<file path="config.mk">
export PLATFORM = sky130hd
export DESIGN_NAME = length_prefixed_block_deframer
export DESIGN_NICKNAME = d
export VERILOG_FILES = /design/src/rtl/lpbd_pkg.sv /design/src/rtl/length_prefixed_block_deframer.sv
export SDC_FILE = /design/constraint.sdc
export NUM_CORES = 1
export LEC_CHECK = 0
export BUFFER_PORTS_ARGS = -buffer_cell sky130_fd_sc_hd__buf_2
export CAP_MARGIN = 5
export CORE_UTILIZATION = 67
export CTS_CLUSTER_DIAMETER = 200
export DETAILED_ROUTE_END_ITERATION = 7
export GPL_TIMING_DRIVEN = 0
export PLACE_DENSITY = 0.84
export SYNTH_ARGS = -nofsm -noshare
export SYNTH_HDL_FRONTEND = slang
export SYNTH_SLANG_ARGS = --single-unit
</file>
<file path="constraint.sdc">
create_clock -name aclk -period 12.7 [get_ports aclk]
set_input_delay 1.27 -clock aclk [delete_from_list [all_inputs] [get_ports aclk]]
set_output_delay 1.27 -clock aclk [all_outputs]
set_load 0.01 [all_outputs]
</file>
<file path="src/rtl/lpbd_pkg.sv">
// Shared constants for the length-prefixed block deframer.
// This file holds the character codes, the event and error codes, the field widths and the reset values.
// It has no dependencies.
`timescale 1ns / 1ps

package lpbd_pkg;

    // Field widths of the streams.
    localparam int BYTE_W     = 8;
    localparam int EVENT_W    = 3;
    localparam int ERR_W      = 3;
    localparam int BLK_W      = 16;
    localparam int PKT_W      = 32;
    localparam int M_TDATA_W  = 32;

    // Parameter defaults.
    localparam int HEADER_BUFFER_BYTES_DEF = 20;
    localparam int COUNT_WIDTH_DEF         = 32;

    // Reset value of the packet size limit.
    localparam logic [PKT_W-1:0] MAX_PACKET_RESET = 32'd134217728;

    // Character codes.
    localparam logic [BYTE_W-1:0] CHAR_LF    = 8'h0A;
    localparam logic [BYTE_W-1:0] CHAR_CR    = 8'h0D;
    localparam logic [BYTE_W-1:0] CHAR_STAR  = 8'h2A;
    localparam logic [BYTE_W-1:0] CHAR_ZERO  = 8'h30;
    localparam logic [BYTE_W-1:0] CHAR_NINE  = 8'h39;

    // Event codes carried on m_tuser.
    localparam logic [EVENT_W-1:0] EV_NONE  = 3'd0;
    localparam logic [EVENT_W-1:0] EV_BODY  = 3'd1;
    localparam logic [EVENT_W-1:0] EV_LAST  = 3'd2;
    localparam logic [EVENT_W-1:0] EV_EMPTY = 3'd3;
    localparam logic [EVENT_W-1:0] EV_END   = 3'd4;
    localparam logic [EVENT_W-1:0] EV_ERROR = 3'd5;

    // Error codes.
    localparam logic [ERR_W-1:0] ERR_NONE   = 3'd0;
    localparam logic [ERR_W-1:0] ERR_HEADER = 3'd1;
    localparam logic [ERR_W-1:0] ERR_LONG   = 3'd2;
    localparam logic [ERR_W-1:0] ERR_TERM   = 3'd3;
    localparam logic [ERR_W-1:0] ERR_LARGE  = 3'd4;
    localparam logic [ERR_W-1:0] ERR_OTHER  = 3'd5;

endpackage

</file>
<file path="src/rtl/length_prefixed_block_deframer.sv">
// Top level of the length-prefixed block deframer.
// The module takes one byte per beat and gives one event beat back for each byte.
// It depends on lpbd_pkg.
// Path: the byte is caught in an input register, and its result is then loaded into the result register.
// Throughput: one byte per cycle unless m_tready stalls the output.
//   The parse state is updated in one short combinational pass.
// Reset: aresetn is synchronous and active low. It empties both registers, returns the parser
//   to packet start and sets max_packet_bytes to 134217728.
`timescale 1ns / 1ps

module length_prefixed_block_deframer #(
    parameter int HEADER_BUFFER_BYTES = lpbd_pkg::HEADER_BUFFER_BYTES_DEF,
    parameter int COUNT_WIDTH         = lpbd_pkg::COUNT_WIDTH_DEF
) (
    input  logic                             aclk,
    input  logic                             aresetn,
    // Configuration write channel: max_packet_bytes
    input  logic                             cfg_valid,
    output logic                             cfg_ready,
    input  logic [lpbd_pkg::PKT_W-1:0]       cfg_data,
    // Input stream. s_tdata holds in_byte[7:0].
    input  logic                             s_tvalid,
    output logic                             s_tready,
    input  logic [lpbd_pkg::BYTE_W-1:0]      s_tdata,
    // Result stream.
    // m_tdata, from the lowest bit up: data[7:0], error_code[10:8], block_count[26:11], zero pad.
    output logic                             m_tvalid,
    input  logic                             m_tready,
    output logic [lpbd_pkg::M_TDATA_W-1:0]   m_tdata,
    // m_tuser holds event_res[2:0].
    output logic [lpbd_pkg::EVENT_W-1:0]     m_tuser
);

    localparam int HL_W = $clog2(HEADER_BUFFER_BYTES);
    localparam logic [HL_W:0] HL_LIMIT = (HL_W+1)'(HEADER_BUFFER_BYTES - 1);
    localparam int PAD_W = lpbd_pkg::M_TDATA_W - lpbd_pkg::BYTE_W - lpbd_pkg::ERR_W
                           - lpbd_pkg::BLK_W;

    typedef enum logic [2:0] {
        PH_START,
        PH_HEADER,
        PH_BODY,
        PH_TERM,
        PH_TERM_CR,
        PH_BLOCK,
        PH_BLOCK_CR
    } phase_t;

    // Registers
    phase_t                          phase_reg, phase_next;
    logic [HL_W-1:0]                 hdr_len_reg, hdr_len_next;
    logic                            digits_done_reg, digits_done_next;
    logic [COUNT_WIDTH-1:0]          body_rem_reg, body_rem_next;
    logic [lpbd_pkg::PKT_W-1:0]      pkt_bytes_reg, pkt_bytes_next;
    logic [lpbd_pkg::BLK_W-1:0]      blocks_reg, blocks_next;
    logic [lpbd_pkg::PKT_W-1:0]      max_pkt_reg;

    logic                            in_valid_reg;
    logic [lpbd_pkg::BYTE_W-1:0]     in_byte_reg;

    logic                            out_valid_reg;
    logic [lpbd_pkg::EVENT_W-1:0]    ev_reg, ev_next;
    logic [lpbd_pkg::BYTE_W-1:0]     data_reg, data_next;
    logic [lpbd_pkg::ERR_W-1:0]      err_reg, err_next;
    logic [lpbd_pkg::BLK_W-1:0]      cnt_reg, cnt_next;

    // Helper values
    logic                            advance;
    logic                            is_digit;
    logic [3:0]                      digit;
    logic [HL_W:0]                   hdr_len_inc;
    logic [COUNT_WIDTH+3:0]          len_prod;
    logic [COUNT_WIDTH-1:0]          len_sat;
    logic [lpbd_pkg::PKT_W-1:0]      pkt_inc;
    logic [lpbd_pkg::BLK_W-1:0]      blocks_inc;
    logic [lpbd_pkg::BYTE_W-1:0]     byte_off;

    // Handshake: the output register frees when it is empty or being taken.
    // Nothing is taken while reset is held.
    assign advance   = !out_valid_reg || m_tready;
    assign s_tready  = aresetn && (!in_valid_reg || advance);
    assign cfg_ready = aresetn;

    assign m_tvalid = out_valid_reg;
    assign m_tuser  = ev_reg;
    assign m_tdata  = {{PAD_W{1'b0}}, cnt_reg, err_reg, data_reg};

    // Byte classification and arithmetic helpers
    assign is_digit    = (in_byte_reg >= lpbd_pkg::CHAR_ZERO) &&
                         (in_byte_reg <= lpbd_pkg::CHAR_NINE);
    assign byte_off    = in_byte_reg - lpbd_pkg::CHAR_ZERO;
    assign digit       = byte_off[3:0];
    assign hdr_len_inc = {1'b0, hdr_len_reg} + (HL_W+1)'(1);
    assign len_prod    = ({4'b0, body_rem_reg} << 3) + ({4'b0, body_rem_reg} << 1)
                         + (COUNT_WIDTH+4)'(digit);
    assign len_sat     = (len_prod[COUNT_WIDTH+3:COUNT_WIDTH] != 4'd0) ?
                         {COUNT_WIDTH{1'b1}} : len_prod[COUNT_WIDTH-1:0];
    assign pkt_inc     = (pkt_bytes_reg != {lpbd_pkg::PKT_W{1'b1}}) ?
                         pkt_bytes_reg + lpbd_pkg::PKT_W'(1) : pkt_bytes_reg;
    assign blocks_inc  = (blocks_reg != {lpbd_pkg::BLK_W{1'b1}}) ?
                         blocks_reg + lpbd_pkg::BLK_W'(1) : blocks_reg;

    // Parse step for the byte in the input register
    always_comb begin
        phase_next       = phase_reg;
        hdr_len_next     = hdr_len_reg;
        digits_done_next = digits_done_reg;
        body_rem_next    = body_rem_reg;
        pkt_bytes_next   = pkt_inc;
        blocks_next      = blocks_reg;
        ev_next          = lpbd_pkg::EV_NONE;
        data_next        = '0;
        err_next         = lpbd_pkg::ERR_NONE;
        cnt_next         = '0;

        unique case (phase_reg)
            PH_START: begin
                if (in_byte_reg == lpbd_pkg::CHAR_LF || in_byte_reg == lpbd_pkg::CHAR_CR) begin
                    ev_next = lpbd_pkg::EV_NONE;
                end else if (in_byte_reg == lpbd_pkg::CHAR_STAR) begin
                    ev_next  = lpbd_pkg::EV_ERROR;
                    err_next = lpbd_pkg::ERR_OTHER;
                end else if (!is_digit) begin
                    ev_next  = lpbd_pkg::EV_ERROR;
                    err_next = lpbd_pkg::ERR_HEADER;
                end else begin
                    phase_next       = PH_HEADER;
                    hdr_len_next     = HL_W'(1);
                    digits_done_next = 1'b0;
                    body_rem_next    = COUNT_WIDTH'(digit);
                end
            end
            PH_BLOCK, PH_BLOCK_CR: begin
                if (in_byte_reg == lpbd_pkg::CHAR_LF) begin
                    // Empty line: the packet is complete.
                    ev_next  = lpbd_pkg::EV_END;
                    cnt_next = blocks_reg;
                end else if (phase_reg == PH_BLOCK && in_byte_reg == lpbd_pkg::CHAR_CR) begin
                    phase_next = PH_BLOCK_CR;
                end else if (phase_reg == PH_BLOCK_CR || !is_digit) begin
                    ev_next  = lpbd_pkg::EV_ERROR;
                    err_next = lpbd_pkg::ERR_HEADER;
                end else begin
                    phase_next       = PH_HEADER;
                    hdr_len_next     = HL_W'(1);
                    digits_done_next = 1'b0;
                    body_rem_next    = COUNT_WIDTH'(digit);
                end
            end
            PH_HEADER: begin
                if (in_byte_reg == lpbd_pkg::CHAR_LF) begin
                    hdr_len_next     = '0;
                    digits_done_next = 1'b0;
                    if (body_rem_reg == '0) begin
                        blocks_next = blocks_inc;
                        phase_next  = PH_TERM;
                        ev_next     = lpbd_pkg::EV_EMPTY;
                    end else begin
                        phase_next = PH_BODY;
                    end
                end else if (hdr_len_inc >= HL_LIMIT) begin
                    ev_next  = lpbd_pkg::EV_ERROR;
                    err_next = lpbd_pkg::ERR_LONG;
                end else begin
                    hdr_len_next = hdr_len_inc[HL_W-1:0];
                    // The length is the run of leading digits only.
                    if (!digits_done_reg) begin
                        if (is_digit) begin
                            body_rem_next = len_sat;
                        end else begin
                            digits_done_next = 1'b1;
                        end
                    end
                end
            end
            PH_BODY: begin
                data_next = in_byte_reg;
                if (body_rem_reg <= COUNT_WIDTH'(1)) begin
                    body_rem_next = '0;
                    blocks_next   = blocks_inc;
                    phase_next    = PH_TERM;
                    ev_next       = lpbd_pkg::EV_LAST;
                end else begin
                    body_rem_next = body_rem_reg - COUNT_WIDTH'(1);
                    ev_next       = lpbd_pkg::EV_BODY;
                end
            end
            PH_TERM, PH_TERM_CR: begin
                if (in_byte_reg == lpbd_pkg::CHAR_LF) begin
                    // The size check is made at the end of each block terminator.
                    if (pkt_inc > max_pkt_reg) begin
                        ev_next  = lpbd_pkg::EV_ERROR;
                        err_next = lpbd_pkg::ERR_LARGE;
                    end else begin
                        phase_next = PH_BLOCK;
                    end
                end else if (phase_reg == PH_TERM && in_byte_reg == lpbd_pkg::CHAR_CR) begin
                    phase_next = PH_TERM_CR;
                end else begin
                    ev_next  = lpbd_pkg::EV_ERROR;
                    err_next = lpbd_pkg::ERR_TERM;
                end
            end
            default: begin
                ev_next = lpbd_pkg::EV_NONE;
            end
        endcase

        // Packet end, any error and an unused phase code all return to packet start.
        if (ev_next == lpbd_pkg::EV_END || ev_next == lpbd_pkg::EV_ERROR ||
            phase_reg == PH_START && ev_next == lpbd_pkg::EV_NONE &&
            phase_next == PH_START ||
            !(phase_reg == PH_START || phase_reg == PH_HEADER || phase_reg == PH_BODY ||
              phase_reg == PH_TERM || phase_reg == PH_TERM_CR || phase_reg == PH_BLOCK ||
              phase_reg == PH_BLOCK_CR)) begin
            if (ev_next == lpbd_pkg::EV_END || ev_next == lpbd_pkg::EV_ERROR ||
                phase_reg != PH_START) begin
                phase_next       = PH_START;
                hdr_len_next     = '0;
                digits_done_next = 1'b0;
                body_rem_next    = '0;
                pkt_bytes_next   = '0;
                blocks_next      = '0;
            end
        end
    end

    // Input register, parse state, result register and configuration register
    always_ff @(posedge aclk) begin
        if (!aresetn) begin
            in_valid_reg    <= 1'b0;
            out_valid_reg   <= 1'b0;
            phase_reg       <= PH_START;
            hdr_len_reg     <= '0;
            digits_done_reg <= 1'b0;
            body_rem_reg    <= '0;
            pkt_bytes_reg   <= '0;
            blocks_reg      <= '0;
            max_pkt_reg     <= lpbd_pkg::MAX_PACKET_RESET;
        end else begin
            if (cfg_valid) begin
                max_pkt_reg <= cfg_data;
            end

            if (s_tvalid && s_tready) begin
                in_byte_reg <= s_tdata;
            end
            if (s_tready) begin
                in_valid_reg <= s_tvalid;
            end

            if (advance) begin
                out_valid_reg <= in_valid_reg;
                if (in_valid_reg) begin
                    phase_reg       <= phase_next;
                    hdr_len_reg     <= hdr_len_next;
                    digits_done_reg <= digits_done_next;
                    body_rem_reg    <= body_rem_next;
                    pkt_bytes_reg   <= pkt_bytes_next;
                    blocks_reg      <= blocks_next;
                    ev_reg          <= ev_next;
                    data_reg        <= data_next;
                    err_reg         <= err_next;
                    cnt_reg         <= cnt_next;
                end
            end
        end
    end

endmodule
</file>
# Yosys cells after proc, flatten, opt, wreduce, memory -nomap -nowiden
# Cells that the tools add are included.
[word_totals]
register_bits = 161
inputBits = 45
out_inout_bits = 38
elab_cells = 166
[classes]
add_sub_neg = 7
n_lt_le_gt_ge = 5
n_eq_ne = 13
muxes = 90
n_reduce_logical = 37
[op_table]
columns = ["cell", "count"]
rows = [
  ["two-way mux 32 bit", 17],
  ["case mux 32 bit (4 select lines)", 1],
  ["two-way mux 16 bit", 6],
  ["two-way mux 3 bit", 28],
  ["two-way mux 5 bit", 10],
  ["adder 35 x 33 -> 36 bit", 1],
  ["adder 36 x 4 -> 36 bit", 1],
  ["adder 32 x 1 -> 32 bit, second input constant", 1],
  ["greater-than comparator 32 bit", 1],
  ["less-or-equal comparator 32 x 1 -> 1 bit, second input constant", 1],
  ["zero test 32 bit", 1],
  ["inequality test 32 bit, second input constant", 1],
  ["case mux 16 bit (2 select lines)", 1],
  ["subtractor 32 x 1 -> 32 bit, second input constant", 1],
  ["case mux 3 bit (5 select lines)", 2],
  ["two-way mux 1 bit", 17],
  ["adder 16 x 1 -> 16 bit, second input constant", 1],
  ["== test 8 x 4 -> 1 bit, second input constant", 2],
  ["inequality test 16 bit, second input constant", 1],
  ["== test 3 bit, second input constant", 5],
  ["case mux 5 bit (3 select lines)", 1],
  ["logical OR 1 bit", 14],
  ["case mux 3 bit (4 select lines)", 1],
  ["two-way mux 2 bit", 5],
  ["other kinds (17)", 32],
]

# Longest topological paths before layout
# Gate-level depths: netlist of run 1.
[logic_depth]
word_depth = 14
mapped_depth = 22
ltp_nobuf = 20

# Worst setup path before layout of run 1
# Ideal clock, no wire load.
[synth_timing]
kind = "register to register"
startpoint = "reg pkt_bytes_reg[7] (netlist name)"
endpoint = "reg body_rem_reg[1]"
setup_ps = 103
t_arrival_ps = 4424
required_time_ps = 12597
slack_ps = 8173
stages_incl_launch_ff = 21
path_buffers = 1
synth_period_minus_slack_ps = 4527
path_cell_list = "dfxtp_1 and4_1 and4_1 and4_1 a211oi_1 and2_1 nand3_1 nor2_1 xor2_1 ha_1 a21o_1 a21o_1 a21oi_1 o21ai_1 o211a_1 or3_1 buf_2 nor2_4 a21oi_1 or2_0 a2111oi_2"
[synth_between]
elab_chain_len = 12
elab_cells_between_ends = 22
[synth_rtl]
columns = ["item", "line_no", "text"]
rows = [
  ["start, declared", "length_prefixed_block_deframer.sv:54", "logic [lpbd_pkg::PKT_W-1:0] pkt_bytes_reg, pkt_bytes_next;"],
  ["start signal, assigned", "length_prefixed_block_deframer.sv:259", "pkt_bytes_reg <= pkt_bytes_next;"],
  ["adder 32 x 1 -> 32 bit or inequality test 32 bit (tied branches)", "length_prefixed_block_deframer.sv:99, length_prefixed_block_deframer.sv:98", ""],
  ["two-way mux 32 bit (*)", "length_prefixed_block_deframer.sv:98", "assign pkt_inc = (pkt_bytes_reg != {lpbd_pkg::PKT_W{1'b1}}) ?"],
  ["greater-than comparator 32 bit (*)", "length_prefixed_block_deframer.sv:191", "if (pkt_inc > max_pkt_reg) begin"],
  ["two-way mux 3 bit", "length_prefixed_block_deframer.sv:191", ""],
  ["two-way mux 3 bit", "length_prefixed_block_deframer.sv:189", "if (in_byte_reg == lpbd_pkg::CHAR_LF) begin"],
  ["case mux 3 bit (5 select lines)", "length_prefixed_block_deframer.sv:116", "unique case (phase_reg)"],
  ["zero test 3 bit", "length_prefixed_block_deframer.sv:211", "phase_reg == PH_START && ev_next == lpbd_pkg::EV_NONE &&"],
  ["logical AND 1 bit (2 in series)", "length_prefixed_block_deframer.sv:211", ""],
  ["logical OR 1 bit", "length_prefixed_block_deframer.sv:210", "if (ev_next == lpbd_pkg::EV_END || ev_next == lpbd_pkg::EV_ERROR ||"],
  ["logical OR 1 bit", "length_prefixed_block_deframer.sv:212", "phase_next == PH_START ||"],
  ["two-way mux 32 bit (*)", "length_prefixed_block_deframer.sv:210", ""],
  ["end signal, assigned", "length_prefixed_block_deframer.sv:258", "body_rem_reg <= body_rem_next;"],
  ["end, declared", "length_prefixed_block_deframer.sv:53", "logic [COUNT_WIDTH-1:0] body_rem_reg, body_rem_next;"],
]
# Mark *: on every way between the ends. The rest lies on a longest branch, timed or not.
# A chain may end at the register's enable or synchronous reset.

# Final worst setup path of run 1
[layout_timing]
startpoint = "reg pkt_bytes_reg[7] (netlist name)"
endpoint = "reg body_rem_reg[20]"
# The elaborated chain is that of the path after synthesis.

==> impl_metrics.ini, run 1 <==
[outcome]
outcome = finished, final reports clean

[pwr]
power.total_uw = 1190
switchingPower_uw = 325
combPwrFrac = 0.091
p_int_uw = 869
power.leakage_uw = 0.00564
p_per_area_nw_per_um2 = 87.4
clockPowerShare = 0.454
swShare = 0.272
vdd_drop_max_mv = 0.106
seq_power_share = 0.455

[synthesis]
synth_seq_area_share = 0.291
synth_top_area_share = 0.199
syn_avg_cell_area_um2 = 7.88
yosysWarningCount = 0
synth_top_cell_by_area = dfxtp_1
ys_seq_elements = 161
ys.flop_type = dfxtp_1
synth_edf_count = 38
netlist_area_um2 = 12400
netlist_top_cells_area = dfxtp_1 20%, ha_1 10%, edfxtp_1 9.2%
synth_cell_types = 83
syn_inst = 1570
async_reset_ff_frac = 0

[worst_setup_path]
critical_path.max_stage_delay_ns = 0.92
endpoint_kind = register
crit_type = register to register
required_ns = 13.08
cp_common_cell = and4_1
start_kind = register
worstPathMaxFanout = 10
crit_slowest_cell = a21oi_1
worstPathArrival_ns = 7.11
crit_chain = and4_1, and4_1, and4_1, a211oi_1, and2_1, nand3_1, nor2_1, xor2_1, ha_1, nand4_1, nor3_1, nand4_1, and4_1, nor3_1, nand2_1, a21oi_1, o21ai_0, a31oi_1
crit_family = simple AND/OR/NAND/NOR gates
crit_buf_inv = 0

[detailed_routing]
drt-wirelength-per-cell_um = 20.4
wl_um = 39000
drtIter0Drc = 1697
dr.pass1.iters = 6
viasPerCell = 6.84
drc = 0
postRouteAntennaNets = 0
vias = 13100

[sta]
fin_hold_ws_ns = 0.498
fmax_ghz = 0.149
fin_setup_tns_ns = 0
setup_viol = 0
slew_viol_final = 0
min_period_over_period = 0.530
fin_worst_skew_ns = 0.0125
period_needed_ns = 6.73
slew_headroom = 0.226
rsz0062_at_grt = false
tightest_slew_ns = 1.15
hold_viol = 0

[grt]
grt_max_degree = 17
use_met1 = 0.556
grt_most_used_layer = met2
grt.met3_usage = 0.0925
grt_pass1_wl_um = 60700
antenna_found_initial = 0
track_usage = 0.411
use_met2 = 0.632
grt_overflow = 0
grt_pass1_vias = 11700

[clock_tree]
hold_buffers = 0
clk_pin_slew_ns = 0.07
cts_tree = built
root_buffer = clkbuf_16
numCtsBuffers = 17
worstSkewPairLatency_ns = 0.45
cts_sinks = 161
cts_buffer_depth = 2
cts.htree.levels = 4
cts_resized = 0
post_cts_buffers = 0

[final_layout]
antenna_cells = 0
areaGrowthSynthToFinish_pct = 10.4
finalNetCount = 1817
fin_area_um2 = 13700
drive_above_1_share = 0.0969
final_common_cell = nor2_1
final_cell_mix = 170 x nor2_1, 152 x a21oi_1, 126 x nand2_1
fillers = 1368

[flow_run]
cap_violations = 0

[place]
io_buffers = 75
detailed_place_hpwl_um = 28600
dpl-instance-area_um2 = 13100
routabilityCongestion = 1.00

[die]
die_w_um = 138
dieHeight_um = 138
initial_core_util = 0.686
rows = 49
die-area_um2 = 19000
ios = 83
core_um2 = 18000

[worst_hold_path]
hold_path.class = register to register
cell type report:
cell class	count	area [µm²]	share of cell area
multi-input combinational	1260	8150	0.597
sequential	161	3600	0.264
clock buffer	18	429	0.0314
buffer	97	423	0.0310
timing repair buffer	76	390	0.0286
tap	229	287	0.0210
inverter	56	210	0.0154
clock inverter	14	168	0.0123
path summary, 6_finish.rpt:
path / to / slack [ns] / startpoint / cells past startpoint
max: body_rem_reg[20]$_SDFFE_PN0P_ / 5.97 / pkt_bytes_reg[7]$_SDFFE_PN0P_ / 18
min: max_pkt_reg[20]$_SDFFE_PN0P_ / 0.50 / max_pkt_reg[20]$_SDFFE_PN0P_ / 2
max reg2reg: body_rem_reg[20]$_SDFFE_PN0P_ / 5.97 / pkt_bytes_reg[7]$_SDFFE_PN0P_ / 18
min reg2reg: max_pkt_reg[20]$_SDFFE_PN0P_ / 0.50 / max_pkt_reg[20]$_SDFFE_PN0P_ / 2
power by group through the flow:
stage | sequential (µW) | combinational, µW | clock (µW)
finish | 543 | 108 | 542
global route | 544 | 117 | 557
CTS | 543 | 105 | 537
detailed placement | 555 | 105 | 0
global placement | 554 | 101 | 0
floorplan | 554 | 66.7 | 0
kinds of logic (layout without fill, tap and decap cells):
group	count (synthesis)	in the layout	share of synthesized area
AND/OR/NAND/NOR	565	565	0.229
other	1	5	0.000303
adder cells (fa/ha/maj)	103	103	0.105
AO/OA/AOI/OAI	496	496	0.255
XOR/XNOR	58	58	0.0411
buffers and inverters	153	261	0.0512
flip-flops	161	161	0.291
multiplexers	33	33	0.0268
per-layer routing:
metal | share of wire | up-vias
met2 | 0.44 | 847
li1 | - | 6022
met4 | 0.036 | 0
met1 | 0.41 | 6056
met3 | 0.11 | 147
met5 | 0 | -
synthesized netlist by cell type, drive strengths merged, types with 10 or more instances:
library cell / instances
nor2: 172
a21oi: 152
nand2: 126
dfxtp: 123
o21ai: 116
ha: 101
clkbuf: 63
inv: 55
nor3: 48
nand3: 44
edfxtp: 38
xnor2: 36
a22oi: 35
buf: 34
and2: 33
mux2i: 32
and3: 25
a31oi: 24
nand4: 24
a21o: 23
o221ai: 23
xor2: 22
or3: 18
o211ai: 17
nor4: 14
nor2b: 12
o31ai: 12
a211oi: 11
o21bai: 11
and4: 10
worst min-delay path, stage by stage (launching register included):
cell,delay (ns)
dfxtp_1,0.33
mux2i_1,0.06
nor2_1,0.07
through the flow:
stage | instances | setup slack, ns | utilization
global placement | 1878 | 6.44 | 0.724
CTS | 1911 | 6.37 | 0.758
floorplan | 1574 | 8.17 | -
finish | 1911 | 5.97 | 0.758
global route | 1911 | 5.80 | 0.758
detailed placement | 1879 | 6.42 | 0.725
No activity file was read; power rests on OpenSTA's default activity.
==> inputs of run 2 (changes only) <==
- CORE_UTILIZATION: 67 -> 62
- PLACE_DENSITY: 0.84 -> 0.78
- clock period: 12.7 -> 7.03 ns (I/O delays scaled with it)
==> run 2 against run 1 <==
Against the previous run:
- cell count is 1.9% higher
- core utilization is 5.7 points lower
- routed wire length is 0.56% higher
- register-to-register slack worse by 5.7 ns
- die area is 7.9% higher
- flip-flop and latch count stayed put
- first-iteration DRC count is 6.0% lower
- sequential power is 81% higher
- clock power is 71% higher
- combinational power is 81% higher
- critical endpoint is now body_rem_reg[11]$_SDFFE_PN0P_
- largest power group unchanged
==> impl_metrics.ini, run 2 (synthesized netlist as in run 1, its figures left out) <==
[outcome]
outcome = finished, final reports clean

[worst_setup_path]
critPathCapture = body_rem_reg[11]$_SDFFE_PN0P_
required_ns = 7.40
endpoint_kind = register
crit_type = register to register
r2r_start = pkt_bytes_reg[7]$_SDFFE_PN0P_
worstPathMaxFanout = 10
r2r-end = body_rem_reg[11]$_SDFFE_PN0P_
rr_worst_depth = 18
worstPathArrival_ns = 7.14
start_kind = register
ff2ff_setup_slack_ns = 0.26
worstSetupStartpoint = pkt_bytes_reg[7]$_SDFFE_PN0P_

[clock_tree]
cts_resized = 0
hold_buffers = 0
clk_pin_slew_ns = 0.07
root_buffer = clkbuf_16
cts_tree = built
cts.htree.levels = 4
post_cts_buffers = 0
numCtsBuffers = 17
worstSkewPairLatency_ns = 0.45
cts_sinks = 161
cts_buffer_depth = 2

[sta]
hold_viol = 0
rsz0062_at_grt = false
fmax_ghz = 0.148
fin_setup_tns_ns = 0
setup_ws_ns = 0.263
min_period_over_period = 0.963
period_needed_ns = 6.77
tightest_slew_ns = 1.25
setup_viol = 0
fin_worst_skew_ns = 0.0109
slew_headroom = 0.166
slew_viol_final = 0

[final_layout]
final_common_cell = nor2_1
drive_above_1_share = 0.0975
areaGrowthSynthToFinish_pct = 10.6
final_cell_mix = 170 x nor2_1, 152 x a21oi_1, 126 x nand2_1
antenna_cells = 0
final_cell_count_no_fill = 1947
finalNetCount = 1817

[pwr]
power.leakage_uw = 0.00563
p_per_area_nw_per_um2 = 154
vdd_drop_max_mv = 0.162

[die]
initial_core_util = 0.634
core_um2 = 19500
ios = 83
rows = 51
die_w_um = 143
dieHeight_um = 143
die-area_um2 = 20500

[detailed_routing]
dr.pass1.iters = 8
drt-wirelength-per-cell_um = 20.1
drc = 0
wl_um = 39200
drtIter0Drc = 1596
viasPerCell = 6.63
vias = 12900
postRouteAntennaNets = 0

[grt]
grt_pass1_vias = 11500
grt_overflow = 0
grt_pass1_wl_um = 61600
track_usage = 0.388
antenna_found_initial = 0
grt_max_degree = 18

[flow_run]
cap_violations = 0

[place]
place_ws_ns = 0.753
detailed_place_hpwl_um = 28800
io_buffers = 75
routabilityCongestion = 1.01
dp_cells = 1915

[worst_hold_path]
hold_path.class = input port to register
==> run 2: worst max-delay path, cell delays in order, from the launching register on <==
cell,delay (ns)
dfxtp_1,0.38
and4_1,0.23
and4_1,0.24
and4_1,0.22
a211oi_1,0.69
and2_1,0.31
nand3_1,0.24
nor2_1,0.27
xor2_1,0.13
ha_1,0.31
nand4_1,0.15
nor3_1,0.54
nand4_1,0.20
and4_1,0.25
nor3_1,0.55
nand2_1,0.60
a21oi_1,0.96
o21ai_0,0.23
a31oi_1,0.19
==> run 2: how the worst min path moves through the flow <==
stage,start,slack (ns),depth (start not counted),end
final,s_tdata[6],0.43,1,in_byte_reg[6]$_DFFE_PP_
after global routing,s_tdata[5],0.42,1,in_byte_reg[5]$_DFFE_PP_
after CTS,s_tdata[7],0.43,1,in_byte_reg[7]$_DFFE_PP_
after detailed placement,blocks_reg[11]$_SDFFE_PN0P_,0.48,2,blocks_reg[11]$_SDFFE_PN0P_
after global placement,pkt_bytes_reg[29]$_SDFFE_PN0P_,0.47,2,pkt_bytes_reg[29]$_SDFFE_PN0P_
after floorplan,blocks_reg[9]$_SDFFE_PN0P_,0.44,2,blocks_reg[9]$_SDFFE_PN0P_
==> run 2: stage by stage <==
step                      hold slack (ns)  cell area (µm²)   util  total power, µW
after floorplan                     0.445            12400      -             1120
after global placement              0.474            13100  0.671             1190
after detailed placement            0.483            13100  0.671             1190
after CTS                           0.431            13700  0.701             2090
after global routing                0.423            13700  0.701             2150
final                               0.433            13700  0.701             2100
==> run 2: area by class of cell <==
cell class              instances  area (µm²)
clock inverters                13         114
fillers                      1679        5850
clock buffers                  19         454
multi-input cells            1260        8150
well taps                     265         332
inverters                      56         210
flip-flops and latches        161        3600
plain buffers                  97         423
repair buffers                 76         390
==> run 2: report_power, final <==
part           switching [µW]  total [µW]  internal [µW]
clock network             441         927            486
registers                14.9         981            966
logic                     130         196           66.0
total                     586        2100           1520
==> run 2: layer usage <==
metal	track usage	vias to the layer above	routed length (µm)
met3	0.0892	112	3950
met2	0.600	738	17400
li1	-	6026	-
met5	0	-	0
met1	0.528	6035	16700
met4	0.139	0	1110
